[src/dws_ram.sv]
module dws_ram #(
  parameter int WIDTH = 8,
  parameter int DEPTH = 32
) (
  input  logic                     clk,
  input  logic                     we,
  input  logic [$clog2(DEPTH)-1:0] waddr,
  input  logic [WIDTH-1:0]         wdata,
  input  logic [$clog2(DEPTH)-1:0] raddr,
  output logic [WIDTH-1:0]         rdata
);

  logic [WIDTH-1:0] mem [DEPTH];

  always_ff @(posedge clk) begin
    if (we) begin
      mem[waddr] <= wdata;
    end
    rdata <= mem[raddr];
  end

endmodule

[config.mk]
export PLATFORM = sky130hd
export DESIGN_NAME = dws_ram
export DESIGN_NICKNAME = d
export VERILOG_FILES = /design/src/dws_ram.sv
export SDC_FILE = /design/constraint.sdc
export NUM_CORES = 1
export LEC_CHECK = 0
export BUFFER_PORTS_ARGS = -buffer_cell sky130_fd_sc_hd__buf_4
export CORE_AREA = 2 2 153 155
export DETAILED_ROUTE_END_ITERATION = 10
export DIE_AREA = 0 0 155 157
export GPL_TIMING_DRIVEN = 0
export PLACE_DENSITY_LB_ADDON = 0.08
export SLEW_MARGIN = 25
export SYNTH_ARGS = -nofsm -noshare
export SYNTH_HDL_FRONTEND = slang
export SYNTH_SLANG_ARGS = --single-unit
[constraint.sdc]
create_clock -name clk -period 2 [get_ports clk]
set_input_delay 0.3 -clock clk [delete_from_list [all_inputs] [get_ports clk]]
set_output_delay 0.3 -clock clk [all_outputs]
set_load 0.01 [all_outputs]
==> impl_metrics.yaml, run 1 <==
placement:
  numPortBuffers: 22
  dp_hpwl_um: 13300
  dp.cells: 724
  place_congestion: 0.793
cells_and_area:
  layout_commonest_cell: "edfxtp_1"
  drive_above_1_share: 0.326
  areaGrowthSynthToFinish_pct: 13.1
  final_nets: 489
  final-instance-count-excl-fill: 770
  mostFrequentLayoutCells: "256 x edfxtp_1, 80 x mux4_2, 33 x nor2_1"
  antenna_cells: 0
  postLayoutCoreUtil: 0.505
clock_network:
  h-tree-depth: 1
  cts.repair.resized: 1
  clk_latency_ns: 0.54
  cts_made_buffers: 28
  cts_sinks: 264
  path_clk_slew_ns: 0.06
  cts_tree: "yes"
  cts_root_buffer: "clkbuf_16"
  cts.path.max_buffers: 3
  hold_buffers: 0
  cts_setup_buffers: 0
timing:
  slew_viol_final: 0
  fin_crit_ns: 1.85
  skew_ns: 0.0185
  fin_hold_ws_ns: 0.185
  setup_violations: 0
  fin_setup_tns_ns: 0
  grt_setup_unrepaired: "false"
  hold_viol: 0
  max_slew_margin: 0.401
  fmax_ghz: 0.540
  final.period_utilization: 0.925
  worst_pin_slew_ns: 0.895
worst_setup_path:
  cp_slowest_cell: "mux4_2"
  path_common_cell: "mux4_2"
  crit_family: "multiplexers"
  cp-end-kind: "register"
  critPathKind: "reg -> reg"
  critPathRequiredTime_ns: 2.41
  worst_ep_arrival_time_ns: 2.26
  r2r_slack_ns: 0.15
  crit_fanout: 1
  cp-start-kind: "register"
  critPathBufInv: 0
  rr_worst_depth: 3
  worstReg2RegStart: "mem[16][2]"
  crit_path_max_incr_delay_ns: 0.55
  path_cells: "mux4_2, mux4_2, mux2_2"
  critPathLaunch: "mem[16][2]"
  reg2reg_to: "rdata[2]"
detailed_routing:
  wire_per_inst_um: 26.8
  postRouteAntennaNets: 0
  via_count: 4332
  routed_wl_um: 20600
  dr.pass1.iters: 4
  drt_iter0_drc: 448
  drcViolationCount: 0
  viasPerCell: 5.63
global_routing:
  use_met3: 0.0295
  grt_util_met1: 0.263
  grt_max_degree: 33
  grt_most_used_layer: "met2"
  grt_pass1_vias: 4462
  grt_pass1_wl_um: 29900
  grt_use_total: 0.175
  use_met2: 0.268
  globalRoute.totalOverflow: 0
  antenna_found_initial: 0
power_and_ir_drop:
  power_leakage_nw: 3.52
  power.density_mw_per_mm2: 993
  ir_worst_vdd_mv: 0.657
floorplanning:
  io-pin-count: 28
  initial_core_util: 0.447
  dieArea_mm2: 0.0243
  die_w_um: 155
  die_h_um: 157
  coreArea_mm2: 0.0225
  fp-row-count: 55
job:
  max-cap-violations: 0
synth:
  syn_avg_cell_area_um2: 24.1
  synthTopCellsByArea: "edfxtp_1 76%, mux4_2 18%, dfxtp_1 1.6%"
  yosysWarnings: 0
  syn_nets: 437
  post-synth-top-area-cell: "edfxtp_1"
  ys_ff_latch: 264
  synthDistinctLibCells: 15
  syn-cell-area_mm2: 0.0101
  syn_inst: 417
  ys_seq_area_frac: 0.781
  synth_top_cell_area_share: 0.765
hold_path:
  hp-start: "wdata[5]"
  holdPathEnd: "mem[16][5]"
  whs_path_depth: 1
  min_path_type: "in -> reg"
status:
  status: "finished clean"
[cell families (layout without fill, tap and decap cells)]
kind of cell	count (synthesis)	in the layout	synth area share
simple gates	45	45	0.0207
mux	88	88	0.188
flops	264	264	0.781
buf+inv	20	88	0.0106
[worst reg2reg max path: cells and delay by family, from the launching register on]
family	cells	cell delay (ns)
flops	1	0.36
mux	3	1.37
[cell usage after synthesis, drive strengths merged]
master / number
edfxtp: 256
dfxtp: 8
nand3: 2
mux2: 8
nand2: 1
mux4: 80
clkbuf: 6
or3: 1
or3b: 3
nor2: 33
nand3b: 5
buf: 14
[worst max-delay path by stage]
stage | to | depth (start not counted)
global placement | rdata[1] | 5
detailed placement | rdata[2] | 5
floorplan | rdata[0] | 4
global route | rdata[2] | 3
CTS | rdata[2] | 3
finish | rdata[2] | 3
[state kept, by name, indices dropped and copies added, names as in the netlist]
signal	flops
rdata	8
mem	256
[final cells by class]
| class | count | area [µm²] |
|---|---|---|
| plain buffers | 20 | 115 |
| clock buffers | 41 | 749 |
| clock inverters | 5 | 32.5 |
| fillers | 1790 | 11100 |
| multi-input cells | 133 | 2100 |
| flip-flops and latches | 264 | 7850 |
| well taps | 285 | 357 |
| repair buffers | 22 | 165 |
[report_power, final]
part           switching (mW)  internal [mW]
logic                   0.343          0.272
clock network            1.93           2.56
registers              0.0197           6.15
[metrics by stage]
step	area [µm²]	setup WS [ns]	power (mW)
2_1_floorplan	10100	0.0145	6.62
3_3_place_gp	10600	-0.603	6.90
3_5_place_dp	10600	-0.644	6.92
4_1_cts	11400	0.116	11.4
5_1_grt	11400	0.102	11.6
6_report	11400	0.149	11.3
[metal layers]
layer	vias up	share of wire	routed length, µm
met5	-	0	0
met4	0	0.024	495
met3	34	0.063	1290
met2	114	0.46	9520
met1	2306	0.45	9300
li1	1878	-	-
Note: power is estimated with default switching activity, not from simulation.
==> inputs of run 2 (changes only) <==
ABC_AREA = 1   (was default)
CORE_AREA = 2 2 158 160   (was 2 2 153 155)
DIE_AREA = 0 0 160 162   (was 0 0 155 157)
==> impl_metrics.yaml, run 2 <==
status:
  status: "finished clean"
clock_network:
  hold_buffers: 0
  cts.path.max_buffers: 3
  cts_tree: "yes"
  h-tree-depth: 1
  cts_made_buffers: 28
  cts_sinks: 264
  path_clk_slew_ns: 0.06
  cts_root_buffer: "clkbuf_16"
  cts.repair.resized: 0
  cts_setup_buffers: 0
  clk_latency_ns: 0.54
detailed_routing:
  drcViolationCount: 0
  via_count: 6881
  viasPerCell: 5.22
  routed_wl_um: 28700
  dr.pass1.iters: 5
  postRouteAntennaNets: 0
  wire_per_inst_um: 21.8
  drt_iter0_drc: 553
cells_and_area:
  antenna_cells: 0
  reg.largest.list: "mem (256), rdata (8)"
  largest_reg_flops: 256
  final_nets: 996
  final-instance-count-excl-fill: 1318
  final_cell_area_mm2: 0.0122
  layout_commonest_cell: "nand2_1"
  registers.top_by_ff_count: "mem"
  mostFrequentLayoutCells: "360 x nand2_1, 256 x edfxtp_1, 204 x nand3_1"
  fill_cells: 2246
  drive_above_1_share: 0.104
  areaGrowthSynthToFinish_pct: 13.3
worst_setup_path:
  cp-start-kind: "input pin"
  critPathKind: "in -> reg"
  worst_ep_arrival_time_ns: 1.73
  cp_slowest_cell: "nor2_1"
  r2r_slack_ns: 0.77
  crit_fanout: 8
  path_cells: "buf_4, inv_1, nand3_1, nor2_1"
  critPathRequiredTime_ns: 2.15
  crit_path_max_incr_delay_ns: 0.88
  cp-end-kind: "register"
floorplanning:
  io-pin-count: 28
  die_h_um: 162
  coreArea_mm2: 0.0241
  die_w_um: 160
  initial_core_util: 0.447
  dieArea_mm2: 0.0259
  fp-row-count: 57
timing:
  final.period_utilization: 0.787
  fin_hold_ws_ns: 0.162
  fin_crit_ns: 1.57
  fin_setup_tns_ns: 0
  worst_pin_slew_ns: 0.958
  slew_viol_final: 0
  fmax_ghz: 0.635
  setup_violations: 0
  worst_slack_ns: 0.426
  hold_viol: 0
  max_slew_margin: 0.359
  skew_ns: 0.0155
  grt_setup_unrepaired: "false"
synth:
  ys_seq_area_frac: 0.728
  synth_xor_area_frac: 0
  synth-adder-area-share: 0
  synthDistinctLibCells: 12
  synth_mux_area_frac: 0
  synth_top_family_by_area: "simple AND/OR/NAND/NOR gates"
  async_flop_share: 0
  synth_commonest_cells: "360 x nand2_1, 256 x edfxtp_1, 204 x nand3_1"
  yosysWarnings: 0
  post-synth-top-area-cell: "edfxtp_1"
  synth-edff-count: 256
  syn-cell-area_mm2: 0.0108
  synth_compound_gate_area_share: 0
  synth_simple_gate_area_frac: 0.231
  syn_avg_cell_area_um2: 11.7
  syn_inst: 922
  ys_ff_latch: 264
  synth_top_cell_area_share: 0.713
  synthTopCellsByArea: "edfxtp_1 71%, nand2_1 13%, nand3_1 9.5%"
  syn_nets: 942
  synth_top_flop_cell: "edfxtp_1"
  synth.most_common_cell: "nand2_1"
placement:
  dp.cells: 1270
  placed_area_mm2: 0.0114
  place_congestion: 0.862
  post-place-ws_ns: -0.183
  dp_hpwl_um: 18700
  numPortBuffers: 24
global_routing:
  grt_max_degree: 33
  globalRoute.totalOverflow: 0
  grt_pass1_wl_um: 42300
  grt_use_total: 0.224
  antenna_found_initial: 0
  grt_pass1_vias: 6598
job:
  max-cap-violations: 0
power_and_ir_drop:
  power_leakage_nw: 4.54
  ir_worst_vdd_mv: 0.493
  power.density_mw_per_mm2: 976
hold_path:
  min_path_type: "in -> reg"
[run 2: cell families (layout without fill, tap and decap cells)]
group | after synthesis | after routing
simple gates | 596 | 596
flops | 264 | 264
buf+inv | 62 | 134
[run 2: power breakdown]
part           internal (mW)  switching (mW)  leakage, nW
combinational          0.246           0.594         1.75
clock                   2.89            2.04        0.416
sequential              6.15          0.0174         2.37
total                   9.28            2.66         4.54
[run 2: metal layers]
metal	GRT usage	wire (µm)	up-vias
li1	-	-	3305
met1	0.329	13200	3346
met2	0.363	13400	195
met3	0.0276	1750	35
met4	0.0487	427	0
met5	0	0	-
[run 2: worst max-delay path: cells and delay by family]
| kind | cells | cell delay, ns |
|---|---|---|
| buffers and inverters | 2 | 0.19 |
| AND/OR/NAND/NOR | 2 | 1.23 |
[run 2: area by class of cell]
class / count / area, µm² / share of cell area
Sequential cell: 264 / 7850 / 0.642
Multi-Input combinational cell: 596 / 2490 / 0.204
Clock buffer: 38 / 759 / 0.0621
Buffer: 52 / 409 / 0.0335
Tap cell: 324 / 405 / 0.0332
Timing Repair Buffer: 24 / 180 / 0.0147
Clock inverter: 10 / 93.8 / 0.00768
Inverter: 10 / 37.5 / 0.00307
[run 2: worst paths after layout]
path | startpoint | end | cells past startpoint
max | waddr[0] | mem[2][7] | 4
min | raddr[4] | rdata[5] | 3
max reg2reg | mem[29][4] | rdata[4] | 8
min reg2reg | mem[8][5] | rdata[5] | 8
[run 2: through the flow]
stage               total power [mW]   util
detailed placement              7.13  0.472
finish                          11.9  0.507
global placement                7.12  0.472
CTS                             12.0  0.507
global route                    12.3  0.507
floorplan                       6.74      -
