File: config.mk
export PLATFORM = sky130hd
export DESIGN_NAME = dws_cell
export DESIGN_NICKNAME = d
export VERILOG_FILES = /design/src/dws_pkg.sv /design/src/dws_ram.sv /design/src/dws_cell.sv
export SDC_FILE = /design/constraint.sdc
export NUM_CORES = 1
export LEC_CHECK = 0
export BUFFER_PORTS_ARGS = -buffer_cell sky130_fd_sc_hd__buf_4
export CAP_MARGIN = 5
export CORE_MARGIN = 2
export CORE_UTILIZATION = 45
export DETAILED_ROUTE_END_ITERATION = 6
export GPL_TIMING_DRIVEN = 0
export REMOVE_ABC_BUFFERS = 1
export SLEW_MARGIN = 20
export SYNTH_ARGS = -nofsm -noshare
export SYNTH_HDL_FRONTEND = slang
export SYNTH_SLANG_ARGS = --single-unit
File: constraint.sdc
create_clock -name clk -period 8.5 [get_ports clk]
set_input_delay 1.7 -clock clk [delete_from_list [all_inputs] [get_ports clk]]
set_output_delay 1.7 -clock clk [all_outputs]
set_load 0.01 [all_outputs]
File: src/dws_pkg.sv
package dws_pkg;

  localparam int MAX_WORD_DEF    = 32;
  localparam int MAX_ENTRIES_DEF = 32;

  localparam logic [7:0] CH_0 = 8'h30;
  localparam logic [7:0] CH_9 = 8'h39;
  localparam logic [7:0] CH_A = 8'h41;
  localparam logic [7:0] CH_Z = 8'h5A;
  localparam logic [7:0] CH_LA = 8'h61;
  localparam logic [7:0] CH_LZ = 8'h7A;

  typedef enum logic [1:0] {
    KIND_WRITE = 2'd0,
    KIND_CHAR  = 2'd1,
    KIND_FLUSH = 2'd2,
    KIND_NONE  = 2'd3
  } kind_t;

  typedef enum logic [2:0] {
    ST_IDLE,
    ST_MRD,
    ST_MCMP,
    ST_RESOLVE,
    ST_ERD,
    ST_EOUT,
    ST_DELIM
  } state_t;

  // control broadcast along the cell row
  typedef struct packed {
    logic start;    // load match flags from length compare
    logic cmp;      // fold one character compare into match flags
    logic word_ok;  // pending word is nonempty and not truncated
    logic key_wr;   // table write beat on the key side
  } dws_ctl_t;

  function automatic logic is_word_char(input logic [7:0] c);
    return (c >= CH_0 && c <= CH_9) || (c >= CH_A && c <= CH_Z) ||
           (c >= CH_LA && c <= CH_LZ);
  endfunction

endpackage

File: src/dws_ram.sv
module dws_ram #(
  parameter int WIDTH = 8,
  parameter int DEPTH = 32
) (
  input  logic                     clk,
  input  logic                     we,
  input  logic [$clog2(DEPTH)-1:0] waddr,
  input  logic [WIDTH-1:0]         wdata,
  input  logic [$clog2(DEPTH)-1:0] raddr,
  output logic [WIDTH-1:0]         rdata
);

  logic [WIDTH-1:0] mem [DEPTH];

  always_ff @(posedge clk) begin
    if (we) begin
      mem[waddr] <= wdata;
    end
    rdata <= mem[raddr];
  end

endmodule

File: src/dws_cell.sv
module dws_cell import dws_pkg::*; #(
  parameter int MAX_WORD    = MAX_WORD_DEF,
  parameter int MAX_ENTRIES = MAX_ENTRIES_DEF,
  parameter int IDX         = 0,
  parameter int PW          = $clog2(MAX_WORD),
  parameter int LW          = $clog2(MAX_WORD + 1),
  parameter int EW          = (MAX_ENTRIES > 1) ? $clog2(MAX_ENTRIES) : 1
) (
  input  logic          clk,
  input  logic          rst,
  input  dws_ctl_t      ctl,
  input  logic [4:0]    entry,
  input  logic [5:0]    position,
  input  logic [7:0]    character,
  input  logic [5:0]    entry_count,
  input  logic [LW-1:0] word_len,
  input  logic [7:0]    word_char,
  input  logic [PW-1:0] rd_addr,
  input  logic          hit_in_v,
  input  logic [EW-1:0] hit_in_idx,
  output logic          hit_out_v,
  output logic [EW-1:0] hit_out_idx
);

  logic [LW-1:0] key_len;
  logic          match;
  logic [7:0]    key_rd;
  logic          sel;
  logic          char_we;

  assign sel     = ctl.key_wr && ({2'b00, entry} == 7'(IDX));
  assign char_we = sel && (character != 8'd0) && ({1'b0, position} < 7'(MAX_WORD));

  dws_ram #(.WIDTH(8), .DEPTH(MAX_WORD)) u_key (
    .clk   (clk),
    .we    (char_we),
    .waddr (position[PW-1:0]),
    .wdata (character),
    .raddr (rd_addr),
    .rdata (key_rd)
  );

  always_ff @(posedge clk) begin
    if (rst) begin
      key_len <= '0;
      match   <= 1'b0;
    end else begin
      if (sel && character == 8'd0) begin
        key_len <= ({1'b0, position} > 7'(MAX_WORD)) ? LW'(MAX_WORD) : LW'(position);
      end
      if (ctl.start) begin
        match <= ctl.word_ok && (key_len == word_len) &&
                 (7'(IDX) < {1'b0, entry_count});
      end else if (ctl.cmp) begin
        match <= match && (key_rd == word_char);
      end
    end
  end

  // later entries override earlier ones
  assign hit_out_v   = match || hit_in_v;
  assign hit_out_idx = match ? EW'(IDX) : hit_in_idx;

endmodule

==> results of run 1 <==
area by class of cell:
class,count,area (sq um),area share (%)
clock buffer,33,698,5.74
clock inverter,15,125,1.03
multi-input combinational,189,2500,20.5
sequential,271,7990,65.6
tap,319,399,3.28
timing repair buffer,61,462,3.79
per-layer routing:
metal | part of all wire (%) | GRT usage (%) | routed length, um
met5 | 0 | 0 | 0
met4 | 1.3 | 4.50 | 273
met3 | 6.9 | 2.45 | 1460
met2 | 47 | 26.9 | 9950
met1 | 45 | 26.8 | 9480
state kept, by name, summed over array words and instances (netlist names):
register     flops
u_key.mem      256
u_key.rdata      8
key_len          6
match            1
synth_stat cells, types with 2 or more instances:
cell type  number  area (sq um)
or4_1           2          15.0
a21oi_1         5          25.0
nand4_1         3          18.8
mux2_2          8          90.1
or3b_2          7          61.3
nand2_1         7          26.3
mux4_2         80          1800
buf_4           6          45.0
nand4bb_1       2          22.5
nand4b_1        2          17.5
buf_1           9          33.8
nor2_1         36           135
nor4_1          3          18.8
nor2b_1         5          31.3
edfxtp_1      256          7690
dfxtp_1        15           300
nand3b_1        3          22.5
xnor2_1        14           123
nand3_1         2          10.0
clkbuf_1        7          26.3
how the worst max path moves through the flow:
stage	startpoint	endpoint	slack [ns]	depth (start not counted)
3_5_place_dp	entry[1]	u_key.mem[8][2]	4.06	5
3_3_place_gp	entry[1]	u_key.mem[28][2]	4.03	5
6_report	hit_in_v	hit_out_v	4.59	3
4_1_cts	hit_in_v	hit_out_v	4.59	3
2_1_floorplan	entry[1]	u_key.mem[0][0]	4.68	4
5_1_grt	entry[1]	u_key.mem[12][4]	4.44	5
worst min-delay path: stages (launching register included):
cell     delay (ns)
dfxtp_1        0.32
nand2_1        0.06
a21oi_1        0.05
power by group:
part           switching [uW]  internal, uW
Sequential               2.13          1460
Clock                     473           642
Combinational            72.8          69.0
Total                     548          2170
cell families (layout without fill, tap and decap cells):
kind of cell,Yosys count,count (layout)
xor gates and xnor gates,14,14
and+or+nand+nor,78,78
AOI/OAI and AO/OA,8,8
buffers and inverters,24,109
DFF,271,271
muxes,89,89
per-stage QoR:
stage          power [uW]  utilization (%)
4_1_cts              2750             52.2
3_3_place_gp         1640             48.6
2_1_floorplan        1560                -
5_1_grt              2800             52.2
3_5_place_dp         1640             48.6
6_report             2720             52.2
==> results.md, run 1 <==
* Initial Util at between 40 and 50%
* Worst path top cell family by delay: simple AND/OR/NAND/NOR gates
* Final non-filler cell total at 888
* Layout cells sized above 1 at about 34%
* Hold EP: key_len[4]
* Fraction of registers with async set/reset at 0%
* CP max-delay cell: or2_2
* Adder-cell share of the synthesized area at 0%
* Crit path max fanout at 1
* Main combinational cell family by area after synthesis: multiplexers
* Worst reg-to-reg setup slack at between 6 and 7 ns
* VDD IR max at about 0.13 mV
* Hold Path Class: reg2reg
* Leak pwr at 0.00379 uW
* Crit path required time at between 6 and 7 ns
* Hold buffer count at CTS at 0
* Simple logic cell fraction of the synthesized area at between 3 and 4%
* Worst relative slew slack at 35.4%
* Critical path buffers and inverters at 2
* H-tree Lvls at 1
* Final setup fails at 0
* Initial antenna violation count at 0
* Post-layout instance area at around 12000 sq um
* Layout area overhead at 14.7%
* First-pass GRT wire length at 31400 um
* Worst-Skew Late Latency at 0.52 ns
* WL/cell at ~24 um
* Post-Synth XOR/XNOR Area at under 10%
* Die area at 24800 sq um
* CTS sink count at ~270
* Worst-path cell chain: buf_4 -> or2_2 -> buf_4
* Final-layout fill cell count at 1838
* Register area share after synthesis at between 70% and 80%
* Hold slack at 0.466 ns
* # resized after CTS at 0
* Post-route DRC at 0
* Vias in the first global route at 5060
* Setup Fix Bufs, Post-CTS at 0
* Crit Path Class: in2out
* Post-synthesis mux area share at between 10% and 20%
* WP data arrival at ~2.2 ns
* Hold path start: key_len[4]
* Final hold violation count at 0
* Highest-count cells in the layout ignoring fill and taps: edfxtp_1 (256), mux4_2 (80), buf_4 (60)
* Vias at approximately 4800
* CP peak stage delay at between 0.2 and 0.3 ns
* Placer Congestion at ~0.79
* Mapped Avg Cell Area at around 22 sq um
* Cell Area, Placed at 11300 sq um
* Mapped cell area at 10600 sq um
* Die H at 158 um
* Die W at 158 um
* Setup ws final at ~4.6 ns
* Unique masters post-synth at 32
* I/O pin cnt at 62
* Final #Nets at slightly above 600
* Post-synthesis compound-gate area fraction at less than 1%
* Max Root-Sink Buffers at 3
* Fin Setup TNS at 0 ns
* Crit path launch type: input pin
* Seq cells post-synth at roughly 270
* Synth warnings at 0
* Core area at 23300 sq um
* Pin count of the biggest net entering global routing at 65
* Power Density at 224 nW/um^2
* WHS Path Cells at 2
* Final worst-path cycle share at a little under half
* Status: finished clean
* Clock root buffer master: clkbuf_16
* Fin Clk Skew at around 0.0095 ns
* Dpl ws at 4.06 ns
* Reg2reg end: u_key.rdata[7]
* DRT iter0 DRCs at a little over 600
* Max Cap Violations at 0
* Detailed Place HPWL at ~13000 um
* Antenna cells at 0
* CTS tree: built
* ANT nets after route at 0
* Post-synthesis instance total at ~480
* Post-synth EDFFs at around 260
* PortBufs at between 60 and 70
* Clock slew seen by the registers of the worst setup and hold paths at roughly 0.06 ns
* Max Slew Vio Count at 0
* RSZ-0062 raised after global routing: no
* Slew @ Worst Pin at a little under 1 ns
* Placed Cells at 840
* Primary FF master, synth: edfxtp_1
* Vias per cell at around 5.4
* Detailed Route WL at 21200 um
* Most common library cell in the layout ignoring fill and taps: edfxtp_1
* GRT Overall Usage at 17.5%
* Grt ovf at 0
* Reg-to-reg startpoint: u_key.mem[22][7]
* Reg2Reg Depth at 3
* Site row count at 56
* DRT Pass-1 Iters at 4
* Fmax at 0.256 GHz
* Tmin final at 3.91 ns
* Most numerous cell on the critical path: buf_4
* Number of buffers created by CTS at 27
* CP endpoint kind: output port
Power figures use the tool's default switching activity.
==> run 2: changes to the inputs <==
--- a/config.mk
+++ b/config.mk
@@ -5,6 +5,7 @@
 export SDC_FILE = /design/constraint.sdc
 export NUM_CORES = 1
 export LEC_CHECK = 0
+export ABC_AREA = 1
 export BUFFER_PORTS_ARGS = -buffer_cell sky130_fd_sc_hd__buf_4
 export CAP_MARGIN = 5
 export CORE_MARGIN = 2
==> constraint.sdc (replaced) <==
create_clock -name clk -period 3.5 [get_ports clk]
set_input_delay 0.7 -clock clk [delete_from_list [all_inputs] [get_ports clk]]
set_output_delay 0.7 -clock clk [all_outputs]
set_load 0.01 [all_outputs]
==> run 2 against run 1 <==
Net effect: synthesized cell count grew 110%; combinational power grew to 3.1 times the previous value; cell count grew 59%; largest cell class unchanged; worst hold slack lost 0.14 ns; global-route usage grew 2.7 points; register-to-register slack lost 4.5 ns; die area grew 6.5%; non-clock buffer count grew 1; routed wire length grew 24%; clock power grew to 2.7 times the previous value; area after synthesis grew 6.7%; utilization shrank 0.83 points.
==> results.md, run 2 <==
* Die H at 163 um (+3.2%)
* GRT Overall Usage at 20.3% (+2.7 points)
* Vias per cell at 5.22 (-4.0%)
* Die area at 26400 sq um (+6.5%)
* Detailed Place HPWL at 14700 um (+14%)
* WP data arrival at 3.17 ns (+0.96 ns)
* CP endpoint kind: flip-flop
* Status: finished clean
* Final hold violation count at 0 (unchanged)
* Mapped Avg Cell Area at 11.0 sq um (-50%)
* Final worst-path cycle share at between 70% and 80%
* WHS Path Cells at 2 (unchanged)
* Initial Util at 45.3% (-0.11 points)
* Register area share after synthesis at 70.6% (-4.7 points)
* Tmin final at 2.75 ns
* Hold buffer count at CTS at 0 (unchanged)
* Most common library cell in the layout ignoring fill and taps: nand2_1
* Slew @ Worst Pin at 1.07 ns (+0.0993 ns)
* Fraction of registers with async set/reset at 0% (unchanged)
* Share of the synthesized area in the top cell type at 67.9% (-4.6 points)
* Antenna cells at 0 (unchanged)
* Synth area leaders: edfxtp_1 (68%), nand2_1 (12%), nand3_1 (9.7%)
* H-tree Lvls at 1 (unchanged)
* Fin Clk Skew at 0.00994 ns (+0.000458 ns)
* Detailed Route WL at 26200 um (+24%)
* Reg2Reg Depth at 7 (+4)
* Flip-flop count of the largest register after layout at 256 (unchanged)
* Worst-Skew Late Latency at 0.53 ns (about the same)
* DRT iter0 DRCs at 552 (-11%)
* Power Density at 544 nW/um^2 (+140%)
* Crit Path Class: in2reg
* Fmax at around 0.36 GHz
* Number of buffers created by CTS at 26 (-3.7%)
* VDD IR max at 0.281 mV (+110%)
* Largest registers: u_key.mem x256, u_key.rdata x8, key_len x6
* DRT Pass-1 Iters at 5 (+1)
* Crit path launch type: input pin
* Primary FF master, synth: edfxtp_1
* Worst relative slew slack at 28.8% (-6.6 points)
* Layout area overhead at 13.2%
* Highest-count cells in the layout ignoring fill and taps: nand2_1 (354), edfxtp_1 (256), nand3_1 (220)
* Post-route DRC at 0 (unchanged)
* Clock root buffer master: clkbuf_16
* Unique masters post-synth at 21 (-34%)
* Layout cells sized above 1 at 9.77% (-25 points)
* Tot Pwr at 6970 uW (+160%)
* Vias at 7381 (+53%)
* Cell taking the most area after synthesis: edfxtp_1
* Die W at 163 um (+3.2%)
* Synth cell count leaders: nand2_1 (354), edfxtp_1 (256), nand3_1 (220)
* Crit path required time at 3.92 ns (-2.88 ns)
* PortBufs at 61 (unchanged)
* Register with the most flip-flops: u_key.mem
* Hold Path Class: in2reg
* Post-synthesis instance total at 1027 (+110%)
* Max Slew Vio Count at 0 (unchanged)
* CTS tree: built
* Site row count at 58 (+3.6%)
* First-pass GRT wire length at 40500 um (+29%)
* Pin count of the biggest net entering global routing at 130 (+100%)
* Leak pwr at 0.00477 uW (+26%)
* WL/cell at 18.5 um (-22%)
* CTS sink count at 271 (unchanged)
* # resized after CTS at 0 (unchanged)
* Max Cap Violations at 0 (unchanged)
* I/O pin cnt at 62 (unchanged)
* Setup Fix Bufs, Post-CTS at 0 (unchanged)
* Placer Congestion at 0.794 (+0.53%)
* Mapped cell area at 11300 sq um (+6.7%)
* Core area at 25000 sq um (+7.0%)
* Max Root-Sink Buffers at 3 (unchanged)
* ANT nets after route at 0 (unchanged)
* Crit path max fanout at 129 (+128)
* Final #Nets at 1121 (+85%)
* Synth warnings at 0 (unchanged)
* Initial antenna violation count at 0 (unchanged)
* Final setup fails at 0 (unchanged)
* Vias in the first global route at 7102 (+40%)
* Post-synth EDFFs at 256 (unchanged)
* Clock slew seen by the registers of the worst setup and hold paths at 0.06 ns (about the same)
* Count leader, synth: nand2_1
* RSZ-0062 raised after global routing: no
* Grt ovf at 0 (unchanged)
* Seq cells post-synth at 271 (unchanged)
* Finished Core Util at 51.3% (-0.83 points)
run 2: changes by cell type after synthesis, moves of 10 or more:
cell / change
nor2_1: +30
nand2_1: +347
buf_6: +10
buf_2: +28
nand3_1: +218
inv_1: +32
mux4_2: -80
run 2: cell families (layout without fill, tap and decap cells):
group	after synthesis	after routing	share of synthesized area, %
buffers and inverters	86	144	4.03
AOI/OAI and AO/OA	10	10	0.464
DFF	271	271	70.6
xor gates and xnor gates	8	8	0.619
and+or+nand+nor	652	652	24.3
run 2: final cells by class:
type                    count  area (sq um)
inverters                  34           135
well taps                 330           413
multi-input cells         670          2880
clock inverters            15           205
flip-flops and latches    271          7990
repair buffers             62           489
clock buffers              33           708
fillers                  2209         12200
run 2: final timing paths:
kind | startpoint | to | slack [ns]
hold reg to reg | key_len[5] | key_len[5] | 0.50
setup / recovery | rd_addr[0] | u_key.rdata[4] | 0.75
hold / removal | rst | key_len[4] | 0.33
setup reg to reg | u_key.mem[15][0] | u_key.rdata[0] | 2.18
run 2: stage by stage:
stage	worst slack, ns	hold slack [ns]	std cells	setup TNS (ns)	cell area, sq um
floorplan	1.22	0.455	975	0	11000
finish	0.751	0.328	1415	0	12800
global placement	-1.06	0.476	1366	-7.94	11900
detailed placement	0.208	0.485	1367	0	11900
global route	0.561	0.323	1415	0	12800
CTS	0.757	0.315	1415	0	12800
run 2: layer usage:
metal / part of all wire (%) / GRT usage (%) / routed length (um) / up-vias
met2: 49 / 34.0 / 12800 / 220
met3: 4.9 / 2.24 / 1300 / 46
met5: 0 / 0 / 0 / -
met1: 43 / 27.5 / 11400 / 3521
li1: - / - / - / 3594
met4: 2.7 / 7.44 / 721 / 0
run 2: worst max-delay path, stage by stage:
cell and delay (ns):
buf_6 0.73, inv_6 0.35, buf_16 0.34, nand2_1 0.12, nand3_1 0.07, nand3_1 0.18
nand2_1 0.09, nand2_1 0.06, nand3_1 0.13, and2_1 0.20
run 2: where the power goes:
group | switching [uW] | internal, uW
logic | 296 | 141
clock network | 1170 | 1800
registers | 5.50 | 3550
total | 1480 | 5500
==> run 3: changes to the inputs <==
--- a/config.mk
+++ b/config.mk
@@ -5,7 +5,7 @@
 export SDC_FILE = /design/constraint.sdc
 export NUM_CORES = 1
 export LEC_CHECK = 0
-export ABC_AREA = 1
+export ABC_AREA = 0
 export BUFFER_PORTS_ARGS = -buffer_cell sky130_fd_sc_hd__buf_4
 export CAP_MARGIN = 5
 export CORE_MARGIN = 2
==> constraint.sdc (replaced) <==
create_clock -name clk -period 2.7 [get_ports clk]
set_input_delay 0.54 -clock clk [delete_from_list [all_inputs] [get_ports clk]]
set_output_delay 0.54 -clock clk [all_outputs]
set_load 0.01 [all_outputs]
==> run 3 against run 2 <==
Net effect: the flow now finishes with violations (negative setup slack); die area down 6.1%; global-route usage down 2.7 points; count of clock-buffer cells in the layout unchanged; non-clock buffer count is 1 lower; critical path type unchanged; critical endpoint is now u_key.mem[28][1]; largest cell class unchanged; largest power group unchanged.
==> results.md, run 3 (synthesized netlist as in run 1, its figures left out) <==
* Core area at 23300 sq um (-6.5%)
* Slew @ Worst Pin at 0.981 ns (-0.0869 ns)
* Status: complete, but fails checks
* Initial Util at 45.5% (+0.11 points)
* ANT nets after route at 0 (unchanged)
* Leak pwr at 0.00378 uW (-21%)
* Worst-Skew Late Latency at 0.52 ns (about the same)
* Post-route DRC at 0 (unchanged)
* Hold Path Class: in2reg
* Crit path required time at 2.84 ns (-1.08 ns)
* Setup Fix Bufs, Post-CTS at 0 (unchanged)
* Vias per cell at 5.51 (+5.7%)
* WP data arrival at 2.91 ns (-0.26 ns)
* Area of the multi-input gates at 2520 sq um (-12%)
* Max Root-Sink Buffers at 3 (unchanged)
* Layout cells sized above 1 at 36.0% (+26 points)
* Pin count of the biggest net entering global routing at 65 (-50%)
* Die H at 158 um (-3.1%)
* Register area at 7990 sq um (unchanged)
* I/O pin cnt at 62 (unchanged)
* Clock root buffer master: clkbuf_16
* Fin Setup TNS at -1.48 ns (-1.48 ns)
* Crit path max fanout at 8 (-94%)
* VDD IR max at 0.420 mV (+50%)
* H-tree Lvls at 1 (unchanged)
* WL/cell at 23.9 um (+29%)
* Layout area overhead at 15.0%
* GRT Overall Usage at 17.5% (-2.7 points)
* Tot Pwr at 8570 uW (+23%)
* Site row count at 56 (-3.4%)
* Largest registers: u_key.mem x256, u_key.rdata x8, key_len x6
* Crit path launch type: input pin
* Worst relative slew slack at 34.6% (+5.8 points)
* Vias at 4895 (-34%)
* Failing checks: negative setup slack
* Max Cap Violations at 0 (unchanged)
* Final hold violation count at 0 (unchanged)
* Flip-flop count of the largest register after layout at 256 (unchanged)
* # resized after CTS at 0 (unchanged)
* Detailed Place HPWL at 12900 um (-12%)
* DRT iter0 DRCs at 592 (+7.2%)
* Setup ws final at -0.0646 ns (-0.816 ns)
* Placed Cells at 840 (-39%)
* DRT Pass-1 Iters at 6 (+1)
* CTS sink count at 271 (unchanged)
* Fmax at roughly 0.36 GHz
* PortBufs at 61 (unchanged)
* Initial antenna violation count at 0 (unchanged)
* Final worst-path cycle share at 102%
* Dpl ws at -0.579 ns (-0.786 ns)
* Die W at 158 um (-3.1%)
* Detailed Route WL at 21200 um (-19%)
* Number of buffers created by CTS at 27 (+3.8%)
* Die area at 24800 sq um (-6.1%)
* Placer Congestion at 0.790 (-0.53%)
* Register with the most flip-flops: u_key.mem
* First-pass GRT wire length at 31400 um (-22%)
* CTS tree: built
* RSZ-0062 raised after global routing: yes
* Vias in the first global route at 5060 (-29%)
* Max Slew Vio Count at 0 (unchanged)
* Crit Path Class: in2reg
* CP endpoint kind: flip-flop
* Final setup fails at 56 (+56)
* Antenna cells at 0 (unchanged)
* Highest-count cells in the layout ignoring fill and taps: edfxtp_1 (256), mux4_2 (80), buf_4 (60)
* Final-layout fill cell count at 1834 (-17%)
* Final #Nets at 606 (-46%)
* Tmin final at ~2.8 ns
* Most common library cell in the layout ignoring fill and taps: edfxtp_1
* Final non-filler cell total at 888 (-37%)
* Fin Clk Skew at 0.00859 ns (-0.00135 ns)
* Clock slew seen by the registers of the worst setup and hold paths at 0.06 ns (about the same)
* Grt ovf at 0 (unchanged)
* Hold buffer count at CTS at 0 (unchanged)
* Power Density at 703 nW/um^2 (+29%)
-- run 3: cell count changes in the layout (fill, tap and decap cells not counted), sizes merged, moves of 4 or more --
cell   before  now
nand2     354    7
nand3     220    2
mux4        0   80
inv        34    0
nor2       66   36
and2        8    0
mux2        0    8
or3b        0    7
xnor2       7   14
nor2b       0    5
o21ai       5    1
-- run 3: power breakdown --
group / internal (uW) / switching, uW
Clock: 2020 / 1490
Combinational: 217 / 231
Sequential: 4610 / 6.70
Total: 6850 / 1720
-- run 3: final timing paths --
path / startpoint / end / slack (ns) / cells after the start
setup / recovery: entry[1] / u_key.mem[28][1] / -0.06 / 5
hold / removal: rst / key_len[0] / 0.23 / 2
setup reg to reg: u_key.mem[12][6] / u_key.rdata[6] / 0.89 / 3
hold reg to reg: key_len[4] / key_len[4] / 0.47 / 2
-- run 3: final cells by class --
| type | count | share of cell area [%] |
|---|---|---|
| Timing Repair Buffer | 61 | 3.79 |
| Clock inverter | 15 | 1.03 |
| Sequential cell | 271 | 65.5 |
| Multi-Input combinational cell | 189 | 20.7 |
| Clock buffer | 33 | 5.73 |
| Tap cell | 319 | 3.27 |
-- run 3: layer usage --
layer,up-vias,GRT usage [%],wire [um]
met5,-,0,0
met4,0,4.50,261
met3,23,2.45,1370
met2,174,26.9,10100
met1,2545,26.8,9530
li1,2153,-,-
-- run 3: per-stage QoR --
stage	area (sq um)	util [%]	hold slack (ns)
floorplan	10500	-	0.438
global placement	11300	48.6	0.458
detailed placement	11300	48.6	0.461
CTS	12200	52.2	0.218
global route	12200	52.3	0.230
finish	12200	52.3	0.233
-- run 3: worst max-delay path, stage by stage --
cell      delay [ns]
buf_4           0.11
or4_1           0.54
a211oi_2        0.29
or4b_1          0.70
nor2_1          0.71
